$ cat src/rtl/mfd_pkg.sv
// Shared types, constants and register codes for the motor feedback frame decoder.
package mfd_pkg;

	localparam int ENC_W        = 16;
	localparam int ROUND_W      = 32;
	localparam int ID_W         = 11;
	localparam int LEN_W        = 4;
	localparam int PAYLOAD_W    = 64;
	localparam int CPR_W        = 16;
	localparam int AGAIN_W      = 32;
	localparam int SGAIN_W      = 16;
	localparam int POS_W        = 32;
	localparam int ANGLE_W      = 48;
	localparam int SPEED_W      = 32;
	localparam int CUR_W        = 19;
	localparam int TEMP_W       = 8;
	localparam int CFG_IDX_W    = 4;
	localparam int CFG_DATA_W   = 32;
	localparam int IN_TDATA_W   = 80;
	localparam int IN_TUSER_W   = 2;
	localparam int OUT_TDATA_W  = 176;
	localparam int QUEUE_DEPTH  = 2;

	localparam logic [LEN_W-1:0] MIN_FRAME_BYTES  = LEN_W'(8);
	localparam logic signed [ENC_W:0] UNWRAP_LIMIT = (ENC_W+1)'(4096);

	localparam logic [ID_W-1:0]    RX_ID_RST   = ID_W'(513);
	localparam logic [CPR_W-1:0]   CPR_RST     = CPR_W'(8192);
	localparam logic [AGAIN_W-1:0] AGAIN_RST   = AGAIN_W'(3294198);
	localparam logic [SGAIN_W-1:0] SGAIN_RST   = SGAIN_W'(6863);

	typedef enum logic [CFG_IDX_W-1:0] {
		CFG_RX_ID      = 4'd0,
		CFG_CPR        = 4'd1,
		CFG_ANGLE_GAIN = 4'd2,
		CFG_SPEED_GAIN = 4'd3
	} mfd_cfg_idx_t;

	typedef enum logic [2:0] {
		ST_IDLE,
		ST_POS,
		ST_SAT,
		ST_ANG,
		ST_OUT
	} mfd_state_t;

	// One decoded frame waiting for the arithmetic back end
	typedef struct packed {
		logic [ENC_W-1:0]          enc;
		logic signed [ROUND_W-1:0] rounds;
		logic signed [15:0]        rpm;
		logic signed [15:0]        cur;
		logic [TEMP_W-1:0]         temp;
	} mfd_item_t;

	typedef struct packed {
		logic [CPR_W-1:0]   cpr;
		logic [AGAIN_W-1:0] angle_gain;
		logic [SGAIN_W-1:0] speed_gain;
	} mfd_gain_t;

endpackage

$ cat src/rtl/mfd_front.sv
// Front end: accepts frame beats, filters them, unpacks the payload and unwraps the encoder.
module mfd_front import mfd_pkg::*; (
	input  logic                  clk,
	input  logic                  arst_n,
	input  logic                  s_axis_tvalid,
	output logic                  s_axis_tready,
	input  logic [IN_TDATA_W-1:0] s_axis_tdata,
	input  logic [IN_TUSER_W-1:0] s_axis_tuser,
	input  logic [ID_W-1:0]       rx_id,
	input  logic                  q_full,
	output logic                  q_push,
	output mfd_item_t             q_item
);

	logic [ID_W-1:0]           frame_id;
	logic [LEN_W-1:0]          frame_length;
	logic [PAYLOAD_W-1:0]      payload;
	logic                      is_standard_id;
	logic                      is_data_frame;
	logic                      match;
	logic [ENC_W-1:0]          enc;
	logic signed [ENC_W:0]     diff;
	logic [ENC_W-1:0]          last_enc_q;
	logic                      have_prev_q;
	logic signed [ROUND_W-1:0] rounds_q;
	logic signed [ROUND_W-1:0] rounds_nxt;

	localparam logic signed [ROUND_W-1:0] ROUND_MAX = {1'b0, {(ROUND_W-1){1'b1}}};
	localparam logic signed [ROUND_W-1:0] ROUND_MIN = {1'b1, {(ROUND_W-1){1'b0}}};

	// tdata: frame_id, frame_length, payload; tuser: is_standard_id, is_data_frame
	assign frame_id       = s_axis_tdata[ID_W-1:0];
	assign frame_length   = s_axis_tdata[ID_W+LEN_W-1:ID_W];
	assign payload        = s_axis_tdata[ID_W+LEN_W+PAYLOAD_W-1:ID_W+LEN_W];
	assign is_standard_id = s_axis_tuser[0];
	assign is_data_frame  = s_axis_tuser[1];

	assign match = is_standard_id && is_data_frame && (frame_length >= MIN_FRAME_BYTES)
		&& (frame_id == rx_id);

	assign s_axis_tready = !q_full;
	assign q_push        = s_axis_tvalid && s_axis_tready && match;

	assign enc  = payload[63:48];
	assign diff = $signed({1'b0, enc}) - $signed({1'b0, last_enc_q});

	always_comb begin
		rounds_nxt = rounds_q;
		if (have_prev_q) begin
			if (diff > UNWRAP_LIMIT) begin
				if (rounds_q != ROUND_MIN) rounds_nxt = rounds_q - ROUND_W'(1);
			end else if (diff < -UNWRAP_LIMIT) begin
				if (rounds_q != ROUND_MAX) rounds_nxt = rounds_q + ROUND_W'(1);
			end
		end
	end

	always_comb begin
		q_item.enc    = enc;
		q_item.rounds = rounds_nxt;
		q_item.rpm    = $signed(payload[47:32]);
		q_item.cur    = $signed(payload[31:16]);
		q_item.temp   = payload[15:8];
	end

	always_ff @(posedge clk or negedge arst_n) begin
		if (!arst_n) begin
			last_enc_q  <= '0;
			have_prev_q <= 1'b0;
			rounds_q    <= '0;
		end else if (q_push) begin
			last_enc_q  <= enc;
			have_prev_q <= 1'b1;
			rounds_q    <= rounds_nxt;
		end
	end

	// round counter moves only on a decoded frame
	assert property (@(posedge clk) disable iff (!arst_n)
		!$past(q_push) |-> $stable(rounds_q))
		else $error("round counter changed without a decoded frame");

	assert property (@(posedge clk) disable iff (!arst_n)
		q_push |-> !q_full)
		else $error("push into full queue");

	assert property (@(posedge clk) disable iff (!arst_n)
		!have_prev_q |-> rounds_q == '0)
		else $error("rounds moved before first sample");

endmodule

$ cat config.mk
export PLATFORM = sky130hd
export DESIGN_NAME = mfd_front
export DESIGN_NICKNAME = d
export VERILOG_FILES = /design/src/rtl/mfd_pkg.sv /design/src/rtl/mfd_front.sv
export SDC_FILE = /design/constraint.sdc
export NUM_CORES = 1
export LEC_CHECK = 0
export ABC_CLOCK_PERIOD_IN_PS = 4800
export BUFFER_PORTS_ARGS = -buffer_cell sky130_fd_sc_hd__buf_2
export CORE_MARGIN = 4
export CORE_UTILIZATION = 50
export CTS_BUF_LIST = sky130_fd_sc_hd__clkbuf_16
export DETAILED_ROUTE_END_ITERATION = 6
export HOLD_SLACK_MARGIN = 0.02
export PLACE_DENSITY_LB_ADDON = 0.08
export SETUP_SLACK_MARGIN = 0.5
export SYNTH_ARGS = -nofsm -noshare
export SYNTH_HDL_FRONTEND = slang
export SYNTH_SLANG_ARGS = --single-unit
export TNS_END_PERCENT = 10
$ cat constraint.sdc
create_clock -name clk -period 4.8 [get_ports clk]
set_input_delay 0 -clock clk [delete_from_list [all_inputs] [get_ports clk]]
set_output_delay 0 -clock clk [all_outputs]
set_load 0.02 [all_outputs]
# Yosys cells after proc, flatten, opt, wreduce, memory -nomap -nowiden

Index checks and enable logic that the tools add are counted.
Widths: inputs -> output; s select.

Bits in registers: 49
Input bits: 97
Output and inout bits: 90
Logic and storage cells: 23

$add $sub $neg: 3
$lt $le $gt $ge: 3
Equal/unequal tests: 3
Muxes and demuxes: 5
Reductions and logical operators: 6

Operators with widths:

| operator              | count |
|---|---|
| $mux 32               | 5 |
| $ne 32x32->1 const B  | 2 |
| $add 32x2->32 const B | 1 |
| $sub 32x2->32 const B | 1 |
| $gt 17x14->1 const B  | 1 |
| $lt 17x13->1 const B  | 1 |
| $sub 16x16->17        | 1 |
| $eq 11x11->1          | 1 |
| $logic_and 1x1->1     | 5 |
| $ge 4x4->1 const B    | 1 |
| $logic_not 1->1       | 1 |

# Longest topological paths before layout

Word-level depth: 5
Gate-level depth with buffers: 14
Gate-level depth less buffers: 13

# Worst setup path after synthesis

OpenSTA, ideal clock, no wires.

Path kind: register to output
From: reg last_enc_q[0]
To: out q_item[41] in the netlist's numbering
Arrival time: 3529 ps
Required time: 4800 ps
Setup slack: 1271 ps
Stages on the path, launching flop included: 13
Buffers on the path: 1
Cells stage by stage: dfrtp_1 -> ha_1 -> fa_1 -> nand2b_1 -> a21o_1 -> a2111o_1 -> o211ai_1 -> xor2_1 -> nand4_1 -> o211ai_1 -> buf_2 -> nor2_1 -> o41ai_1

RTL lines:

| item                   | line            | source |
|---|---|---|
| start, declared        | mfd_front.sv:23 | `logic [ENC_W-1:0] last_enc_q;` |
| start signal, assigned | mfd_front.sv:72 | `last_enc_q <= enc;` |
| end, declared          | mfd_front.sv:12 | `output mfd_item_t q_item` |

==> results.toml <==
[outcome]
outcome = "complete, no violations"

[cells_and_area]
stdcell_area_mm2 = 0.005831
nFillCells = 900
syn_to_final_growth_pct = 17.80
diodes = 0
fin_nets = 822
drive_gt1_frac = 0.1799
fin_util = 0.6021

[critical_path]
crit_fanout = 13
endpoint_kind = "output port"
crit_type = "flip-flop to output port"
path_buf_inv = 3
slowest_delay_ns = 0.42
start_kind = "flip-flop"
arrival_ns = 4.18
crit_required_ns = 4.80
worst_path_max_delay_cell = "fa_1"
critical_path.top_delay_family = "compound AO/OA/AOI/OAI gates"
path_cells = "ha_1 > fa_1 > nand2b_1 > a21oi_1 > nor3_1 > o31ai_1 > a311o_1 > inv_1 > o22a_2 > buf_4 > o32a_1 > a211oi_1 > xor2_1 > buf_2"

[cts]
clk_latency_ns = 0.30
cts_max_path_buffers = 2
cts_setup_buffers = 0
cts_tree = "done"
cts_buffers = 5
cts_sinks = 49
cts_root_buffer = "clkbuf_16"
ctsHtreeMaxLevel = 2
cts.clk_slew.worst_paths_ns = 0.07

[global_route]
antenna_found_initial = 0
grtUsageTotal = 0.2417
grt_pass1_vias = 4804
grt_overflow = 0
grt_pass1_wl_um = 22770
grt_max_degree = 50

[sta]
relSlewSlack = 0.4292
period_share = 0.8715
fmax_ghz = 0.2390
hold_slack_ns = 0.2920
tns_ns = 0
hold_viol_final = 0
fin_skew_ns = 0.007221
layout_min_cycle_time_ns = 4.183
setup_viol = 0
rsz0062_at_grt = "yes"
setup_ws_ns = 0.6167
final-max-slew-violation-count = 0
worst_slew_pin_slew_ns = 0.8531

[routing]
drtAntennaViolNets = 0
drc_errors = 0
via_count = 4813
routed_wl_um = 14000
dr.pass1.iters = 7
vias_per_cell = 5.737
drt_iter0_markers = 257
avgRoutedWirePerCell_um = 16.68

[pwr]
ir_drop_uv = 128.9
cellPowerDensity_mw_per_mm2 = 172.2
leakage_nw = 2.678

[yosys]
yosys-top-cells-count = "xnor2_1, buf_4, nand2_1, o21ai_0, dfrtp_1"
synth_edf_count = 0
ys_types = 65
synthArstFlopShare = 1.000
syn_area_mm2 = 0.004950
yosys.area.top_type_share = 0.2477
synthCells = 630
syn_area_per_cell_um2 = 7.857
netlist_top_cells_area = "dfrtp_1, xnor2_1, buf_4"
yosysSeqAreaShare = 0.2477
yosysMostFrequentCell = "xnor2_1"
yosysWarnings = 0
synthFlopType = "dfrtp_1"
ys_ff_latch = 49
syn-num-nets = 747
synth_largest_area_cell = "dfrtp_1"

[job]
cap_violations = 0

[floorplanning]
dieArea_mm2 = 0.01156
die_x_um = 107.5
design.core.area_mm2 = 0.009684
initial_core_util = 0.5111
rows = 36
ios = 187
dieHeight_um = 107.5

[place]
port_buffers = 94
dp_hpwl_um = 9793
placed_cell_area_mm2 = 0.005086
place_congestion = 0.9405
dp_slack_ns = 0.8600

[min_path]
hp-class = "input port to output port"
-- registers in the layout, indices dropped and copies added (netlist names) --
register / cells
rounds_q: 32
last_enc_q: 16
have_prev_q: 1
-- timing repair --
item | 4_1_cts | 5_1_grt
endpoints found under the hold margin | 105 | 0
gates resized for setup | 0 | 2
hold buffers | 57 | 0
endpoints found under the setup margin | 0 | 17
-- logic make-up (layout without fill, tap and decap cells) --
family / count (synthesis) / after routing / share of synthesized area
flops: 49 / 49 / 0.2477
xor+xnor: 78 / 78 / 0.1380
compound gates: 138 / 138 / 0.1805
simple gates: 220 / 220 / 0.2394
mux: 2 / 2 / 0.004297
fa+ha+maj: 20 / 20 / 0.05207
buf+inv: 123 / 199 / 0.1380
-- final timing paths --
kind / startpoint / endpoint / slack (ns) / depth (start not counted)
max: last_enc_q[0]$_DFFE_PN0P_ / q_item[56] / 0.62 / 14
max reg2reg: last_enc_q[0]$_DFFE_PN0P_ / rounds_q[15]$_DFFE_PN0P_ / 1.00 / 13
min in group asynchronous: arst_n / last_enc_q[9]$_DFFE_PN0P_ / 0.37 / 3
min reg2reg: last_enc_q[0]$_DFFE_PN0P_ / last_enc_q[0]$_DFFE_PN0P_ / 0.52 / 1
max in group asynchronous: arst_n / rounds_q[14]$_DFFE_PN0P_ / 3.98 / 3
min: q_full / s_axis_tready / 0.29 / 3
-- where the power goes --
part	leakage (nW)	switching (mW)	internal (mW)	total, mW
logic	2.00	0.100	0.0762	0.176
clock network	0.0775	0.170	0.245	0.415
registers	0.601	0.000128	0.413	0.413
-- through the flow --
step                      power (mW)  instances
after floorplan               0.5399        630
after global placement        0.5329        774
after detailed placement      0.5358        774
after CTS                      1.014        839
after global routing           1.043        839
final                          1.004        839
-- area by class of cell --
type                       instances  area [um2]  area share
clock inverter                     3       41.29    0.007082
tap                              133       166.4     0.02854
inverter                          33       123.9     0.02124
timing repair buffer             158        1094      0.1876
clock buffer                       5       125.1     0.02146
sequential                        49        1226      0.2103
multi-input combinational        458        3054      0.5238
-- tightest hold or removal path, stage by stage --
cell	delay (ns)
buf_2	0.11
inv_1	0.04
buf_2	0.15
-- per-layer routing --
layer / up-vias / track usage / routed length [um]
li1: 2331 / - / -
met1: 2226 / 0.3259 / 6163
met2: 238 / 0.4019 / 6571
met3: 18 / 0.04139 / 1061
met4: 0 / 0.06132 / 201
met5: - / 0 / 0
-- cells in the final DEF (no fill, tap or decap), types with 13 or more instances in the layout --
cell	n
a21oi_1	21
buf_2	94
dfrtp_1	49
dlygate4sd3_1	57
ha_1	19
inv_1	32
nand2_1	54
nand3_1	15
nand4_1	13
nor2_1	31
nor3_1	26
nor4_1	16
o21ai_0	54
xnor2_1	59
xor2_1	19
(Power assumes the default switching activity.)
