## config.mk

```make
export PLATFORM = sky130hd
export DESIGN_NAME = mfd_back
export DESIGN_NICKNAME = d
export VERILOG_FILES = /design/src/rtl/mfd_pkg.sv /design/src/rtl/mfd_back.sv
export SDC_FILE = /design/constraint.sdc
export NUM_CORES = 2
export LEC_CHECK = 0
export BUFFER_PORTS_ARGS = -buffer_cell sky130_fd_sc_hd__buf_2
export CAP_MARGIN = 25
export CORE_MARGIN = 5
export CORE_UTILIZATION = 50
export DETAILED_ROUTE_END_ITERATION = 12
export PLACE_DENSITY_LB_ADDON = 0.25
export SETUP_SLACK_MARGIN = 0.15
export SLEW_MARGIN = 20
export SYNTH_ARGS = -nofsm -noshare
export SYNTH_HDL_FRONTEND = slang
export SYNTH_SLANG_ARGS = --single-unit
```

## constraint.sdc

```tcl
create_clock -name clk -period 19.8 [get_ports clk]
set_input_delay 1.98 -clock clk [delete_from_list [all_inputs] [get_ports clk]]
set_output_delay 1.98 -clock clk [all_outputs]
set_load 0.03 [all_outputs]
```

## src/rtl/mfd_pkg.sv

```systemverilog
// Shared types, constants and register codes for the motor feedback frame decoder.
package mfd_pkg;

	localparam int ENC_W        = 16;
	localparam int ROUND_W      = 32;
	localparam int ID_W         = 11;
	localparam int LEN_W        = 4;
	localparam int PAYLOAD_W    = 64;
	localparam int CPR_W        = 16;
	localparam int AGAIN_W      = 32;
	localparam int SGAIN_W      = 16;
	localparam int POS_W        = 32;
	localparam int ANGLE_W      = 48;
	localparam int SPEED_W      = 32;
	localparam int CUR_W        = 19;
	localparam int TEMP_W       = 8;
	localparam int CFG_IDX_W    = 4;
	localparam int CFG_DATA_W   = 32;
	localparam int IN_TDATA_W   = 80;
	localparam int IN_TUSER_W   = 2;
	localparam int OUT_TDATA_W  = 176;
	localparam int QUEUE_DEPTH  = 2;

	localparam logic [LEN_W-1:0] MIN_FRAME_BYTES  = LEN_W'(8);
	localparam logic signed [ENC_W:0] UNWRAP_LIMIT = (ENC_W+1)'(4096);

	localparam logic [ID_W-1:0]    RX_ID_RST   = ID_W'(513);
	localparam logic [CPR_W-1:0]   CPR_RST     = CPR_W'(8192);
	localparam logic [AGAIN_W-1:0] AGAIN_RST   = AGAIN_W'(3294198);
	localparam logic [SGAIN_W-1:0] SGAIN_RST   = SGAIN_W'(6863);

	typedef enum logic [CFG_IDX_W-1:0] {
		CFG_RX_ID      = 4'd0,
		CFG_CPR        = 4'd1,
		CFG_ANGLE_GAIN = 4'd2,
		CFG_SPEED_GAIN = 4'd3
	} mfd_cfg_idx_t;

	typedef enum logic [2:0] {
		ST_IDLE,
		ST_POS,
		ST_SAT,
		ST_ANG,
		ST_OUT
	} mfd_state_t;

	// One decoded frame waiting for the arithmetic back end
	typedef struct packed {
		logic [ENC_W-1:0]          enc;
		logic signed [ROUND_W-1:0] rounds;
		logic signed [15:0]        rpm;
		logic signed [15:0]        cur;
		logic [TEMP_W-1:0]         temp;
	} mfd_item_t;

	typedef struct packed {
		logic [CPR_W-1:0]   cpr;
		logic [AGAIN_W-1:0] angle_gain;
		logic [SGAIN_W-1:0] speed_gain;
	} mfd_gain_t;

endpackage

```

## src/rtl/mfd_back.sv

```systemverilog
// Back end: sequenced multiply and saturate steps that build one result beat.
module mfd_back import mfd_pkg::*; (
	input  logic                   clk,
	input  logic                   arst_n,
	input  mfd_item_t              q_item,
	input  logic                   q_empty,
	output logic                   q_pop,
	input  mfd_gain_t              gains,
	output logic                   m_axis_tvalid,
	input  logic                   m_axis_tready,
	output logic [OUT_TDATA_W-1:0] m_axis_tdata
);

	localparam int PROD1_W = ROUND_W + CPR_W + 1;
	localparam int SUM_W   = PROD1_W + 1;
	localparam int PROD2_W = POS_W + AGAIN_W + 1;
	localparam int PAD_W   = OUT_TDATA_W - (2*POS_W + ANGLE_W + SPEED_W + CUR_W + TEMP_W);

	localparam logic signed [SUM_W-1:0] POS_MAX = SUM_W'({1'b0, {(POS_W-1){1'b1}}});
	localparam logic signed [SUM_W-1:0] POS_MIN = -POS_MAX - SUM_W'(1);

	mfd_state_t state_q, state_nxt;

	mfd_item_t                   ent_q;
	logic signed [PROD1_W-1:0]   rcp_s1;
	logic signed [SPEED_W-1:0]   speed_s1;
	logic signed [CUR_W-1:0]     cur_s1;
	logic signed [POS_W-1:0]     pos_s2;
	logic signed [ANGLE_W-1:0]   angle_s3;
	logic                        out_valid_q;
	logic [OUT_TDATA_W-1:0]      out_data_q;

	logic signed [PROD1_W-1:0]   rcp;
	logic signed [SGAIN_W+ENC_W:0] spd_full;
	logic signed [CUR_W-1:0]     cur_ext;
	logic signed [SUM_W-1:0]     pos_sum;
	logic signed [PROD2_W-1:0]   ang_full;
	logic                        out_load;

	always_comb begin
		state_nxt = state_q;
		q_pop     = 1'b0;
		out_load  = 1'b0;
		case (state_q)
			ST_IDLE: begin
				if (!q_empty) begin
					q_pop     = 1'b1;
					state_nxt = ST_POS;
				end
			end
			ST_POS:  state_nxt = ST_SAT;
			ST_SAT:  state_nxt = ST_ANG;
			ST_ANG:  state_nxt = ST_OUT;
			ST_OUT: begin
				if (!out_valid_q || m_axis_tready) begin
					out_load  = 1'b1;
					state_nxt = ST_IDLE;
				end
			end
			default: state_nxt = ST_IDLE;
		endcase
	end

	always_ff @(posedge clk or negedge arst_n) begin
		if (!arst_n) state_q <= ST_IDLE;
		else         state_q <= state_nxt;
	end

	// rounds * counts_per_round, rpm * speed_gain, current * 5
	assign rcp      = ent_q.rounds * $signed({1'b0, gains.cpr});
	assign spd_full = ent_q.rpm * $signed({1'b0, gains.speed_gain});
	assign cur_ext  = CUR_W'(ent_q.cur);
	assign pos_sum  = SUM_W'(rcp_s1) + $signed({{(SUM_W-ENC_W){1'b0}}, ent_q.enc});
	assign ang_full = pos_s2 * $signed({1'b0, gains.angle_gain});

	always_ff @(posedge clk) begin
		if (q_pop) ent_q <= q_item;
		if (state_q == ST_POS) begin
			rcp_s1   <= rcp;
			speed_s1 <= SPEED_W'(spd_full);
			cur_s1   <= (cur_ext <<< 2) + cur_ext;
		end
		if (state_q == ST_SAT) begin
			if (pos_sum > POS_MAX)      pos_s2 <= POS_W'(POS_MAX);
			else if (pos_sum < POS_MIN) pos_s2 <= POS_W'(POS_MIN);
			else                        pos_s2 <= POS_W'(pos_sum);
		end
		// floor shift by 16 is just the upper bits of the product
		if (state_q == ST_ANG) angle_s3 <= ang_full[ANGLE_W+15:16];
		if (out_load) begin
			out_data_q <= {{PAD_W{1'b0}}, ent_q.temp, cur_s1, speed_s1, angle_s3,
				ent_q.rounds, pos_s2};
		end
	end

	always_ff @(posedge clk or negedge arst_n) begin
		if (!arst_n)            out_valid_q <= 1'b0;
		else if (out_load)      out_valid_q <= 1'b1;
		else if (m_axis_tready) out_valid_q <= 1'b0;
	end

	assign m_axis_tvalid = out_valid_q;
	assign m_axis_tdata  = out_data_q;

	assert property (@(posedge clk) disable iff (!arst_n)
		q_pop |-> state_q == ST_IDLE)
		else $error("queue popped while busy");

	assert property (@(posedge clk) disable iff (!arst_n)
		out_load |-> (!out_valid_q || m_axis_tready))
		else $error("result overwritten before taken");

	assert property (@(posedge clk) disable iff (!arst_n)
		$past(state_q == ST_POS) |-> state_q == ST_SAT)
		else $error("sequencer skipped a step");

endmodule

```

# After elaboration in Yosys (flattened, before gate mapping)
# Index checks and enable logic that the tools add are counted.
# W data, S select, Z words.
dict set report word_totals {
  ff_bits 443
  wordCells 41
  out_inout_bits 178
}
dict set report op_classes {
  eq_ne 6
  n_lt_le_gt_ge 2
  reduce_logical 5
  addsub 2
  mul 3
  muxes 10
}
# operator n
set op_table {}
lappend op_table {{$mul A32 B33 Y64} 1}
lappend op_table {{$add A49 B17 Y50} 1}
lappend op_table {{$gt A50 B32 Y1 const B} 1}
lappend op_table {{$lt A50 B32 Y1 const B} 1}
lappend op_table {{$mul A32 B17 Y49} 1}
lappend op_table {{$mul A16 B17 Y32} 1}
lappend op_table {{$mux W32} 1}
lappend op_table {{$add A18 B16 Y19} 1}
lappend op_table {{$pmux W3 S5} 1}
lappend op_table {{$eq A3 B2 Y1 const B} 2}
lappend op_table {{$mux W1} 6}
lappend op_table {{$mux W3} 2}
lappend op_table {{$ne A2 B2 Y1 const B} 2}
lappend op_table {{$eq A3 B1 Y1 const B} 1}
lappend op_table {{$eq A3 B3 Y1 const B} 1}
lappend op_table {{$logic_not A3 Y1} 1}
lappend op_table {{$reduce_and A2 Y1} 1}
lappend op_table {{$reduce_bool A2 Y1} 1}
lappend op_table {{$logic_not A1 Y1} 1}
lappend op_table {{$logic_or A1 B1 Y1} 1}

# Depth between registers and ports, before layout
dict set report depth {
  ltp_word 5
  mapped_depth 29
}

# Worst setup path before layout
# No wires, ideal clock.
dict set report synth_path {
  kind {in2out}
  startpoint {input q_empty}
  endpoint {output q_pop}
  stages 1
  path_slack_ns 6.727
  arrival_ns 11.093
  path_cell_list {nor4_1}
}
dict set report synth_between {
  elab_chain_cells 2
}
# element line
set synth_rtl {}
lappend synth_rtl {{start: declaration} mfd_back.sv:6} ;# input logic q_empty,
lappend synth_rtl {{$mux W1} mfd_back.sv:46} ;# if (!q_empty) begin
lappend synth_rtl {{$mux W1} mfd_back.sv:44} ;# case (state_q)
lappend synth_rtl {{end: declaration} mfd_back.sv:7} ;# output logic q_pop,
# Every way passes these cells.

# Final worst setup path
dict set report layout_path {
  startpoint {input gains[28] (netlist bit)}
  endpoint {register angle_s3[47] (data pin)}
}
dict set report layout_between {
  elab_chain_cells 1
}
# element line
set layout_rtl {}
lappend layout_rtl {{start: declaration} mfd_back.sv:8} ;# input mfd_gain_t gains,
lappend layout_rtl {{$mul A32 B33 Y64} mfd_back.sv:74} ;# assign ang_full = pos_s2 * $signed({1'b0, gains.angle_gain});
lappend layout_rtl {{net ang_full[63]} mfd_back.sv:37} ;# logic signed [PROD2_W-1:0] ang_full;
lappend layout_rtl {{end signal: assignment} mfd_back.sv:89} ;# if (state_q == ST_ANG) angle_s3 <= ang_full[ANGLE_W+15:16];
lappend layout_rtl {{end: declaration} mfd_back.sv:29} ;# logic signed [ANGLE_W-1:0] angle_s3;
# The timed path passes the listed nets, and every way through them passes these cells.
# A chain may end at the register's enable or synchronous reset.

==> metrics.md <==
| Metric | Value |
|---|---|
| Run status | complete, no violations |
| Seq/Total Area, Yosys | between 15 and 20% |
| Routed length per instance | just over 20 um |
| Final Hold Vio Count | 0 |
| Fraction of registers with async set/reset | less than 1% |
| Hold/Removal Path Class | reg -> reg |
| Placed cell areas | 78200 um2 |
| Flop-to-flop setup slack | 10.51 ns |
| Die Ht | 397 um |
| Starting Density | between 50% and 60% |
| Placed cells | 9382 |
| Fillers | 13300 |
| Worst-Margin Slew | 1.01 ns |
| Max_slew headroom | 31.7% |
| CTS Buf Count | 54 |
| H-tree depth | 2 |
| Core ar. | 149000 um2 |
| Reg2reg start | pos_s2[5] |
| Hold path startpoint | cur_s1[11] |
| Worst Path Required | just over 20 ns |
| Most used DFF post-synth | edfxtp_1 |
| Number of global-route vias before repair | 56100 |
| Crit path kind | in -> reg |
| CTS sink cnt | 443 |
| Inserted Diodes | 0 |
| Clock-pin transition on the worst setup and hold timing paths | approximately 0.060 ns |
| Final wirelength | just under 200 mm |
| FP Rows | 142 |
| Max Root-Sink Buffers | 3 |
| Layout Skew | 0.0298 ns |
| Number of enable flip-flop cells after synthesis | 439 |
| IO Count | approximately 330 |
| Synthesis-stage register bit count | between 400 and 500 |
| GRT Residual Overflow | 0 |
| Worst hold endpoint | m_axis_tdata[155] |
| Crit start category | primary input |
| Vias per std cell | around 5.4 |
| Dpl hpwl | 149 mm |
| Post-route minimum period | 9.99 ns |
| Warnings from Yosys | 0 |
| Max-cap violations | 0 |
| CTS root buf | clkbuf_16 |
| Reg2reg end | angle_s3[47] |
| DR pass1 iterations | 6 |
| RSZ-0062 raised after global routing | no |
| Initial antenna violation count | 5 |
| Cell area after synthesis | 74800 um2 |
| Final setup vio count | 0 |
| CTS hold repair buffers | 0 |
| Resize count post-CTS | 0 |
| Fin crit share | 50.4% |
| DR DRC count | 0 |
| Clock Latency Late Sink | 0.67 ns |
| Placer Congestion | 0.907 |
| Post-synthesis average cell area | 10.2 um2 |
| Synth cell types | 75 |
| Post-layout net count | 9784 |
| Kind of end point of the critical path | register |
| TritonCTS clock tree | yes |
| Setup bufs post-CTS | 0 |
| Non-Filler Instances | 9484 |
| Routed Antenna Nets | 0 |
| Die Span X | 397 um |
| DR iter-0 viols | 3299 |
| Largest net degree at the start of global routing | 88 |
| Fmax | roughly 100 MHz |
| Total track usage | 25.7% |
| Quantity of I/O buffers inserted on ports | 328 |
| Setup TNS | 0 ns |
| Critical path fanouts, max | 32 |
| Final instance area | between 80000 and 90000 um2 |
| Final-report max-slew violation count | 0 |
| Mapped Cells | 7363 |
| Path depth of the worst reg2reg path | 25 |
| First-pass GRT wire length | around 320 mm |
| Share of cells above drive strength 1 | 7.11% |
| Die Area | approximately 160000 um2 |
| Worst Path Arrival | roughly 10 ns |
| Worst hold stages | 0 |
| Vias | 50900 |
| Syn-to-layout area delta | 7.06% |
==> synth_stat cells, drive strengths merged (17+ instances only) <==
cell type | instances | area [um2]
inv | 1677 | 6290
fa | 1581 | 31700
and2 | 917 | 5740
nand2 | 917 | 3440
ha | 552 | 6910
edfxtp | 439 | 13200
clkbuf | 312 | 1170
a21oi | 155 | 836
xnor2 | 118 | 1030
nor2 | 105 | 394
o21ai | 80 | 400
a21o | 58 | 435
xor2 | 55 | 482
nand2b | 44 | 275
nand3 | 42 | 210
nor3 | 35 | 180
o21a | 25 | 188
nand4 | 24 | 150
a31oi | 18 | 113
and3 | 18 | 113
o21bai | 17 | 128
==> logic make-up after synthesis <==
group	synth area share, %
other cells	0.00501
mux	0.0686
simple gates	14.6
flops	17.8
fa+ha+maj	51.5
buf+inv	10.1
xor+xnor	2.03
compound gates	3.92
==> through the flow <==
| stage | setup WS, ns | hold slack (ns) | utilization [%] |
|---|---|---|---|
| floorplan | 6.73 | 0.400 | - |
| global placement | 9.22 | 0.400 | 52.4 |
| detailed placement | 9.13 | 0.405 | 52.4 |
| CTS | 9.84 | 0.415 | 53.6 |
| global route | 9.60 | 0.418 | 53.7 |
| finish | 9.81 | 0.412 | 53.7 |
==> layout by cell type (no fill, tap or decap), types with 16 or more instances in the layout <==
master / count
a21o_1: 58
a21oi_1: 139
a21oi_2: 16
a31oi_1: 17
and2_1: 917
and3_1: 17
buf_2: 328
buf_4: 67
clkbuf_16: 54
edfxtp_1: 439
fa_1: 1581
ha_1: 552
inv_1: 1677
nand2_1: 917
nand2b_1: 44
nand3_1: 42
nand4_1: 24
nor2_1: 103
nor3_1: 33
o21a_1: 25
o21ai_0: 74
o21bai_1: 17
xnor2_1: 118
xor2_1: 55
==> worst max path at each step <==
stage / from / endpoint / slack, ns / cells after the start
after floorplan: q_empty / q_pop / 6.73 / 1
after CTS: gains[28] / angle_s3[47] / 9.84 / 25
after detailed placement: gains[28] / angle_s3[47] / 9.13 / 25
after global routing: gains[28] / angle_s3[47] / 9.60 / 25
final: gains[28] / angle_s3[47] / 9.81 / 25
after global placement: gains[28] / angle_s3[47] / 9.22 / 25
==> registers in the layout, summed over array words and instances, names as in the netlist <==
register	count
m_axis_tdata	171
ent_q	72
rcp_s1	49
angle_s3	48
pos_s2	32
speed_s1	32
cur_s1	19
cur_ext	16
state_q	3
m_axis_tvalid	1
==> final cells by class <==
class / instances / area, um2 / share of cell area [%]
clock buffer: 58 / 1370 / 1.71
clock inverter: 43 / 494 / 0.617
inverter: 1677 / 6290 / 7.86
multi-input combinational: 4922 / 54000 / 67.5
sequential: 443 / 13300 / 16.6
tap: 1944 / 2430 / 3.04
timing repair buffer: 397 / 2190 / 2.74
==> routing by layer <==
| metal | GRT usage (%) | routed length, um |
|---|---|---|
| met1 | 34.8 | 80800 |
| met2 | 42.3 | 92000 |
| met3 | 5.45 | 17400 |
| met4 | 7.08 | 6110 |
| met5 | 0 | 0 |
==> worst max-delay path, cell delays in order <==
cell and delay [ns]:
buf_2 0.62, and2_1 0.26, fa_1 0.44, fa_1 0.50, fa_1 0.53, inv_1 0.05
fa_1 0.48, inv_1 0.06, fa_1 0.50, inv_1 0.06, fa_1 0.53, inv_1 0.05
fa_1 0.39, fa_1 0.46, ha_1 0.35, a211oi_1 0.30, o21ai_0 0.14, o211ai_1 0.14
o221ai_1 0.23, o21ai_0 0.86, a21oi_1 0.34, o21ba_2 0.34, a41o_1 0.28, o41ai_1 0.35
xnor2_1 0.11
Power is not shown: default switching activity piles up to over one toggle a cycle in this logic, so the estimate is an artifact.
