$ cat src/rtl/mfd_pkg.sv
// Shared types, constants and register codes for the motor feedback frame decoder.
package mfd_pkg;

	localparam int ENC_W        = 16;
	localparam int ROUND_W      = 32;
	localparam int ID_W         = 11;
	localparam int LEN_W        = 4;
	localparam int PAYLOAD_W    = 64;
	localparam int CPR_W        = 16;
	localparam int AGAIN_W      = 32;
	localparam int SGAIN_W      = 16;
	localparam int POS_W        = 32;
	localparam int ANGLE_W      = 48;
	localparam int SPEED_W      = 32;
	localparam int CUR_W        = 19;
	localparam int TEMP_W       = 8;
	localparam int CFG_IDX_W    = 4;
	localparam int CFG_DATA_W   = 32;
	localparam int IN_TDATA_W   = 80;
	localparam int IN_TUSER_W   = 2;
	localparam int OUT_TDATA_W  = 176;
	localparam int QUEUE_DEPTH  = 2;

	localparam logic [LEN_W-1:0] MIN_FRAME_BYTES  = LEN_W'(8);
	localparam logic signed [ENC_W:0] UNWRAP_LIMIT = (ENC_W+1)'(4096);

	localparam logic [ID_W-1:0]    RX_ID_RST   = ID_W'(513);
	localparam logic [CPR_W-1:0]   CPR_RST     = CPR_W'(8192);
	localparam logic [AGAIN_W-1:0] AGAIN_RST   = AGAIN_W'(3294198);
	localparam logic [SGAIN_W-1:0] SGAIN_RST   = SGAIN_W'(6863);

	typedef enum logic [CFG_IDX_W-1:0] {
		CFG_RX_ID      = 4'd0,
		CFG_CPR        = 4'd1,
		CFG_ANGLE_GAIN = 4'd2,
		CFG_SPEED_GAIN = 4'd3
	} mfd_cfg_idx_t;

	typedef enum logic [2:0] {
		ST_IDLE,
		ST_POS,
		ST_SAT,
		ST_ANG,
		ST_OUT
	} mfd_state_t;

	// One decoded frame waiting for the arithmetic back end
	typedef struct packed {
		logic [ENC_W-1:0]          enc;
		logic signed [ROUND_W-1:0] rounds;
		logic signed [15:0]        rpm;
		logic signed [15:0]        cur;
		logic [TEMP_W-1:0]         temp;
	} mfd_item_t;

	typedef struct packed {
		logic [CPR_W-1:0]   cpr;
		logic [AGAIN_W-1:0] angle_gain;
		logic [SGAIN_W-1:0] speed_gain;
	} mfd_gain_t;

endpackage

$ cat src/rtl/mfd_fifo.sv
// Short queue between the front end and the arithmetic back end.
module mfd_fifo import mfd_pkg::*; #(
	parameter int DEPTH = QUEUE_DEPTH   // 2 or more
) (
	input  logic      clk,
	input  logic      arst_n,
	input  logic      push,
	input  mfd_item_t wr_item,
	input  logic      pop,
	output mfd_item_t rd_item,
	output logic      full,
	output logic      empty
);

	localparam int AW = $clog2(DEPTH);
	localparam int CW = $clog2(DEPTH + 1);
	localparam logic [AW-1:0] LAST_PTR = AW'(DEPTH - 1);
	localparam logic [CW-1:0] FULL_CNT = CW'(DEPTH);

	mfd_item_t       mem_q [DEPTH];
	logic [AW-1:0]   wr_ptr_q;
	logic [AW-1:0]   rd_ptr_q;
	logic [CW-1:0]   count_q;

	assign full    = (count_q == FULL_CNT);
	assign empty   = (count_q == '0);
	assign rd_item = mem_q[rd_ptr_q];

	always_ff @(posedge clk) begin
		if (push) mem_q[wr_ptr_q] <= wr_item;
	end

	always_ff @(posedge clk or negedge arst_n) begin
		if (!arst_n) begin
			wr_ptr_q <= '0;
			rd_ptr_q <= '0;
			count_q  <= '0;
		end else begin
			if (push) wr_ptr_q <= (wr_ptr_q == LAST_PTR) ? '0 : wr_ptr_q + AW'(1);
			if (pop)  rd_ptr_q <= (rd_ptr_q == LAST_PTR) ? '0 : rd_ptr_q + AW'(1);
			if (push && !pop)      count_q <= count_q + CW'(1);
			else if (pop && !push) count_q <= count_q - CW'(1);
		end
	end

	assert property (@(posedge clk) disable iff (!arst_n) pop |-> !empty)
		else $error("pop from empty queue");

	assert property (@(posedge clk) disable iff (!arst_n) count_q <= FULL_CNT)
		else $error("queue count out of range");

	assert property (@(posedge clk) disable iff (!arst_n)
		(push && !pop) |=> count_q == $past(count_q) + CW'(1))
		else $error("queue count missed a push");

endmodule

$ cat config.mk
export PLATFORM = sky130hd
export DESIGN_NAME = mfd_fifo
export DESIGN_NICKNAME = d
export VERILOG_FILES = /design/src/rtl/mfd_pkg.sv /design/src/rtl/mfd_fifo.sv
export SDC_FILE = /design/constraint.sdc
export NUM_CORES = 1
export LEC_CHECK = 0
export BUFFER_PORTS_ARGS = -buffer_cell sky130_fd_sc_hd__buf_4
export CELL_PAD_IN_SITES_DETAIL_PLACEMENT = 1
export CELL_PAD_IN_SITES_GLOBAL_PLACEMENT = 2
export CORE_ASPECT_RATIO = 0.9
export CORE_MARGIN = 10
export CORE_UTILIZATION = 34
export DETAILED_ROUTE_END_ITERATION = 6
export PLACE_DENSITY_LB_ADDON = 0.1
export SETUP_SLACK_MARGIN = 0.2
export SYNTH_ARGS = -nofsm -noshare
export SYNTH_HDL_FRONTEND = slang
export SYNTH_SLANG_ARGS = --single-unit
$ cat constraint.sdc
create_clock -name clk -period 4.7 [get_ports clk]
set_input_delay 0.235 -clock clk [delete_from_list [all_inputs] [get_ports clk]]
set_output_delay 0.235 -clock clk [all_outputs]
set_load 0.05 [all_outputs]
# Word level (Yosys, flattened, before mapping)
# Memory sizes are Yosys's and may differ from the RTL's.
# Index checks and enable logic that the tools add are counted.
dict set report word_totals {
  inputBits 92
  register_bits 4
  mem_count 1
  ram_bits 176
  wordCells 21
  out_inout_bits 90
}
dict set report op_classes {
  reduce_logical 6
  mux 6
  add_sub_neg 4
  n_eq_ne 1
}
# name depth word_bits rd rd_clocked_by_memory_dff wr line
set mem_list {}
lappend mem_list {mem_q 2 88 1 0 1 mfd_fifo.sv:20} ;# mfd_item_t mem_q [DEPTH];
# op count
set op_table {}
lappend op_table {{two-way mux 1 bit} 4}
lappend op_table {{two-way mux 2 bit} 2}
lappend op_table {{adder 1 bit (second input constant)} 2}
lappend op_table {{adder 2 x 1 -> 2 bit (second input constant)} 1}
lappend op_table {{equality test 2 bit (second input constant)} 1}
lappend op_table {{logical AND 1 bit} 2}
lappend op_table {{zero test 1 bit} 2}
lappend op_table {{zero test 2 bit} 1}
lappend op_table {{nonzero test 2 bit} 1}
lappend op_table {{subtractor 2 x 1 -> 2 bit (second input constant)} 1}

# Longest topological paths before layout
# Gate-level depths: netlist of the first run.
dict set report depth {
  ltp_word 4
  depth_mapped 5
  ltp_nobuf 5
}

# Least setup slack after synthesis of the first run
# No wires, ideal clock.
dict set report synth_path {
  path_type {register to register}
  start {reg wr_ptr_q}
  end {mem mem_q[0][0] (netlist name), enable pin}
  setup_slack_ns -0.147
  required_time_ns 4.154
  path_stages_with_launch 2
  setup_time_ns 0.546
  synth_period_minus_slack_ns 4.847
  arrival_time_ns 4.301
  n_path_buf 0
  cell_sequence {dfrtp_1 -> nor2b_1}
}
# item line
set synth_rtl {}
lappend synth_rtl {{start: declaration} mfd_fifo.sv:21} ;# logic [AW-1:0] wr_ptr_q;
lappend synth_rtl {{start signal: assignment} mfd_fifo.sv:39} ;# if (push) wr_ptr_q <= (wr_ptr_q == LAST_PTR) ? '0 : wr_ptr_q + AW'(1);
lappend synth_rtl {{end: declaration} mfd_fifo.sv:20}
# Straight into the memory's write port.

==> impl_metrics.json, run 1 <==
{
  "outcome": "complete, no violations",
  "cts_max_path_buffers": 2,
  "relSlewSlack_pct": 26.4,
  "multiInputGateArea_um2": 1120,
  "yosysMostFrequentCell": "edfxtp_1",
  "drt-met1-wl_um": 6720,
  "netlist_instances": 290,
  "syn_nets": 383,
  "finalHoldViolCount": 0,
  "drc": 0,
  "met3_length_um": 1250,
  "clock_sinks": 180,
  "yosys.area_share.simple_pct": 0.400,
  "rsz0062_at_grt": "no",
  "nNetsFinal": 667,
  "synth_ff_type": "edfxtp_1",
  "gp_congestion": 0.690,
  "synth_top_cell_by_area": "edfxtp_1",
  "worstPathCellList": "buf_4, mux2_2, buf_4",
  "dieArea_um2": 25300,
  "vias": 3620,
  "synth_area_leaders": "edfxtp_1, mux2_2, mux2_4",
  "antenna_found_initial": 0,
  "synth_mux_area_share_pct": 15.7,
  "yosysUniqueCellTypes": 13,
  "die_h_um": 152,
  "portBuffers": 181,
  "synth-async-reset-ratio_pct": 2.22,
  "fillers": 1808,
  "crit_type": "reg -> out",
  "vias_per_cell": 4.32,
  "post_cts_buffers": 0,
  "ys.warnings.count": 0,
  "drv_cap": 0,
  "core_um2": 19100,
  "p_per_area_nw_per_um2": 647,
  "cp_slowest_cell": "dfrtp_4",
  "ys_seq_area_share_pct": 82.0,
  "ys_seq_elements": 180,
  "p_leak_nw": 3.67,
  "clock_skew_ns": 0.0101,
  "fmax_mhz": 350,
  "antenna_left": 0,
  "cts_resized": 0,
  "regArea_um2": 5390,
  "critPathCaptureType": "output pin",
  "synthXorXnorAreaFrac_pct": 0.667,
  "crit_family": "flip-flops",
  "finalSetupViolCount": 0,
  "grt_max_degree": 76,
  "hold_class": "in -> reg",
  "root_buffer": "clkbuf_16",
  "ir_drop_mv": 0.312,
  "die_x_um": 167,
  "grt_pass1_wl_um": 23900,
  "std_cell_rows": 48,
  "cts_buffers": 17,
  "timing.final.crit_share_pct": 60.8,
  "pin_count": 182,
  "drv_slew": 0,
  "cp_num_buf_inv": 2,
  "synth_compound_area_share_pct": 0,
  "final_core_util_pct": 50.7,
  "tightest_slew_ns": 1.10,
  "cpPeakStageDelay_ns": 1.08,
  "grt-ovfl-total": 0,
  "drt-pass1-iter-count": 4,
  "crit_path_frequent_cell": "buf_4",
  "syn2layout_area_growth_pct": 47.3,
  "clkSlewWorstSetupHoldPaths_ns": 0.06,
  "worstPathMaxFanout": 75,
  "drive_gt1_share_pct": 52.1,
  "synth_fa_ha_area_share_pct": 0.190,
  "start_util_pct": 34.4,
  "route.met2.wl_um": 7230,
  "post_drt_wl_per_cell_um": 18.3,
  "crit_path_start_kind": "flop",
  "clkLatencyLatePin_ns": 0.42,
  "cts_tree": "done",
  "antennaDiodeCount": 0,
  "synth_edf_count": 176,
  "top_layer_used": "met4",
  "synth_top_family_by_area": "multiplexers",
  "routed_wl_um": 15300,
  "crit_arrival_ns": 2.62,
  "yosys-top-cells-count": "edfxtp_1, mux2_2, mux2_4",
  "ctsHoldBuffers": 90,
  "layout_min_cycle_time_ns": 2.86,
  "cp_data_required_time_ns": 4.47,
  "drt_iter0_drc": 143,
  "syn_area_per_cell_um2": 22.7,
  "dp_hpwl_um": 9910,
  "synth.cell_area_um2": 6570,
  "ctsHtreeMaxLevel": 4,
  "grt_pass1_vias": 4173,
  "globalRouteTotalUtil_pct": 12.0,
  "totalNegativeSetupSlack_ns": 0,
  "synth.top_cell.area_share_pct": 80.5
}
==> logic make-up (layout without fill, tap and decap cells) <==
| group | count (synthesis) | after routing |
|---|---|---|
| AND/OR/NAND/NOR | 5 | 5 |
| buffers and inverters | 11 | 308 |
| flip-flops | 180 | 180 |
| multiplexers | 88 | 88 |
| adder cells (fa/ha/maj) | 1 | 1 |
| XOR/XNOR | 5 | 5 |
==> worst paths after layout <==
kind	from	endpoint	slack [ns]	cells after the start
max	rd_ptr_q	rd_item[73]	1.84	3
min in group asynchronous	arst_n	count_q[1]	0.19	2
max in group asynchronous	arst_n	rd_ptr_q	4.40	2
min reg2reg	count_q[1]	count_q[1]	0.48	1
max reg2reg	wr_ptr_q	mem_q[1][38]	2.65	2
min	push	wr_ptr_q	0.03	2
==> layout by cell type, fill, tap and decap left out, drive strengths merged, types with 4 or more instances in the layout <==
cell type    instances
buf                185
edfxtp             176
dlygate4sd3         90
mux2                88
clkbuf              17
clkinv               9
xor2                 4
inv                  4
dfrtp                4
==> routing by layer <==
| metal | track usage [%] | vias to the layer above |
|---|---|---|
| met5 | 0 | - |
| met4 | 2.88 | 0 |
| met3 | 5.36 | 9 |
| met2 | 18.6 | 117 |
| met1 | 15.1 | 1776 |
| li1 | - | 1718 |
==> layout make-up <==
cell class,count,area share (%)
inverter,1,0.0388
timing repair buffer,275,23.7
clock inverter,15,1.37
clock buffer,17,4.40
multi-input combinational,99,11.6
sequential,180,55.7
tap,250,3.23
==> sequential cells by signal, indices dropped and copies added, names as in the netlist <==
register and count:
mem_q 176, rd_ptr_q 1, count_q 2, wr_ptr_q 1
==> worst reg2reg max path: stages (launching register included) <==
cell and delay (ns):
dfrtp_1 0.42, and2_4 0.68, buf_4 0.58
==> report_power, final <==
group	total (mW)	switching, mW	internal (mW)
clock	1.32	0.591	0.733
sequential	2.34	0.205	2.13
combinational	2.59	1.69	0.906
==> through the flow <==
step / cells / instance area (um2) / total power, mW / setup WS [ns] / hold slack (ns)
after floorplan: 290 / 6570 / 4.18 / 1.57 / -0.0606
after global placement: 715 / 8220 / 4.94 / 2.27 / 0.0368
after detailed placement: 715 / 8220 / 4.96 / 2.26 / 0.0367
after CTS: 837 / 9670 / 6.37 / 1.79 / 0.00695
after global routing: 837 / 9670 / 6.56 / 1.69 / 0.00907
final: 837 / 9670 / 6.26 / 1.84 / 0.0304
Note: power is estimated with default switching activity, not from simulation.
==> inputs of run 2 (changes only) <==
--- a/config.mk
+++ b/config.mk
@@ -10,7 +10,7 @@
 export CELL_PAD_IN_SITES_GLOBAL_PLACEMENT = 2
 export CORE_ASPECT_RATIO = 0.9
 export CORE_MARGIN = 10
-export CORE_UTILIZATION = 34
+export CORE_UTILIZATION = 38
 export DETAILED_ROUTE_END_ITERATION = 6
 export PLACE_DENSITY_LB_ADDON = 0.1
 export SETUP_SLACK_MARGIN = 0.2
==> constraint.sdc (replaced) <==
create_clock -name clk -period 2.8 [get_ports clk]
set_input_delay 0.14 -clock clk [delete_from_list [all_inputs] [get_ports clk]]
set_output_delay 0.14 -clock clk [all_outputs]
set_load 0.05 [all_outputs]
==> run 2 against run 1 <==
Non-clock buffer count up 7. Via count up 2.6%. Clock power up 90%. Sequential power up 63%. Critical path type unchanged. Critical endpoint is now rd_item[19]. Highest routed layer unchanged.
==> impl_metrics.json, run 2 (same netlist as run 1, synthesis figures left out) <==
{
  "cp_data_required_time_ns": 2.66,
  "grt_max_degree": 41,
  "post_cts_buffers": 0,
  "rr_endpoint": "mem_q[1][61]",
  "clock_skew_ns": 0.00894,
  "totalNegativeSetupSlack_ns": 0,
  "relSlewSlack_pct": 52.5,
  "finalHoldViolCount": 0,
  "crit_arrival_ns": 2.07,
  "rsz0062_at_grt": "no",
  "grt_pass1_wl_um": 24200,
  "core_um2": 16900,
  "largest_reg_flops": 176,
  "pin_count": 182,
  "routed_wl_um": 15900,
  "critPathCapture": "rd_item[19]",
  "dp_hpwl_um": 10300,
  "layout_min_cycle_time_ns": 2.21,
  "rr_worst_depth": 2,
  "p_leak_nw": 3.76,
  "portBuffers": 181,
  "start_util_pct": 38.8,
  "top_usage_layer": "met2",
  "die_x_um": 159,
  "fmax_mhz": 453,
  "mostFrequentLayoutCell": "buf_4",
  "root_buffer": "clkbuf_16",
  "ir_drop_mv": 0.793,
  "timing.final.crit_share_pct": 78.8,
  "gp_congestion": 0.726,
  "drv_slew": 0,
  "pre_cts_ws_ns": 0.997,
  "finalInstanceArea_um2": 9850,
  "fillers": 1500,
  "clkSlewWorstSetupHoldPaths_ns": 0.06,
  "reg2reg_from": "wr_ptr_q",
  "grt_util_met2_pct": 23.7,
  "die_h_um": 145,
  "drt_iter0_drc": 185,
  "cts_max_path_buffers": 2,
  "drv_cap": 0,
  "nNetsFinal": 674,
  "ff2ff_setup_slack_ns": 1.14,
  "worstPathMaxFanout": 36,
  "fin_ws_ns": 0.595,
  "clkLatencyLatePin_ns": 0.42,
  "use_met3_pct": 5.87,
  "top_register": "mem_q",
  "crit_type": "reg -> out",
  "drt-pass1-iter-count": 4,
  "p_per_area_nw_per_um2": 1110,
  "tightest_slew_ns": 0.712,
  "drive_gt1_share_pct": 52.7,
  "vias_per_cell": 4.48,
  "reg_top3": "mem_q x176, count_q x2",
  "clock_sinks": 180,
  "crit_start": "rd_ptr_q",
  "ctsHtreeMaxLevel": 4,
  "grt_pass1_vias": 4190,
  "outcome": "complete, no violations",
  "placedInstanceArea_um2": 8300,
  "cts_tree": "done",
  "grt_use_met1_pct": 16.6,
  "std_cell_rows": 45,
  "post_drt_wl_per_cell_um": 19.2,
  "mostFrequentLayoutCells": "buf_4, edfxtp_1, dlygate4sd3_1",
  "vias": 3715,
  "cts_buffers": 17,
  "crit_path_start_kind": "flop",
  "dieArea_um2": 23000,
  "antenna_found_initial": 1,
  "syn2layout_area_growth_pct": 49.9,
  "globalRouteTotalUtil_pct": 14.2,
  "critPathCaptureType": "output pin",
  "grt-ovfl-total": 0,
  "drc": 0,
  "finalSetupViolCount": 0,
  "antenna_left": 0,
  "hold_class": "in -> async"
}
## run 2: worst min-delay path by stage
stage / from / end / slack (ns)
CTS: arst_n / count_q[1] / 0.05
floorplan: arst_n / count_q[0] / -0.16
finish: arst_n / count_q[1] / 0.07
detailed placement: arst_n / count_q[1] / -0.06
global route: arst_n / count_q[1] / 0.04
global placement: arst_n / count_q[1] / -0.06
## run 2: cell type report
cell class                 instances  area (um2)  area share [%]
sequential                       180        5390            54.7
tap                              235         294            2.99
multi-input combinational         99        1120            11.4
clock inverter                    15         203            2.06
clock buffer                      17         425            4.32
inverter                           1        3.75          0.0381
antenna                            1        2.50          0.0254
timing repair buffer             282        2410            24.5
## run 2: critical path, cell delays in order, from the launching register on
cell and delay [ns]:
dfrtp_4 0.79, buf_12 0.27, mux2_2 0.37, buf_4 0.20
## run 2: power breakdown
group	total [mW]	leakage (nW)	internal (mW)	switching, mW
Clock	2.51	0.306	1.50	1.01
Combinational	4.60	1.76	1.62	2.98
Sequential	3.82	1.70	3.57	0.242
Total	10.9	3.76	6.69	4.23
## run 2: stage by stage
step	hold WS (ns)	util, %	power, mW	cells
2_1_floorplan	-0.156	-	7.00	290
3_3_place_gp	-0.0594	49.0	8.39	706
3_5_place_dp	-0.0568	49.0	8.44	706
4_1_cts	0.0463	58.1	11.1	829
5_1_grt	0.0414	58.1	11.4	830
6_report	0.0703	58.1	10.9	830
## run 2: repair_timing
action,CTS,global route
resized for setup,0,0
hold buffers,91,0
setup endpoints to repair,0,0
hold endpoints to repair,182,0
## run 2: layer usage
metal | share of wire [%] | vias up
met3 | 7.4 | 9
met2 | 51 | 129
li1 | - | 1731
met5 | 0 | -
met1 | 41 | 1846
met4 | 0.68 | 0
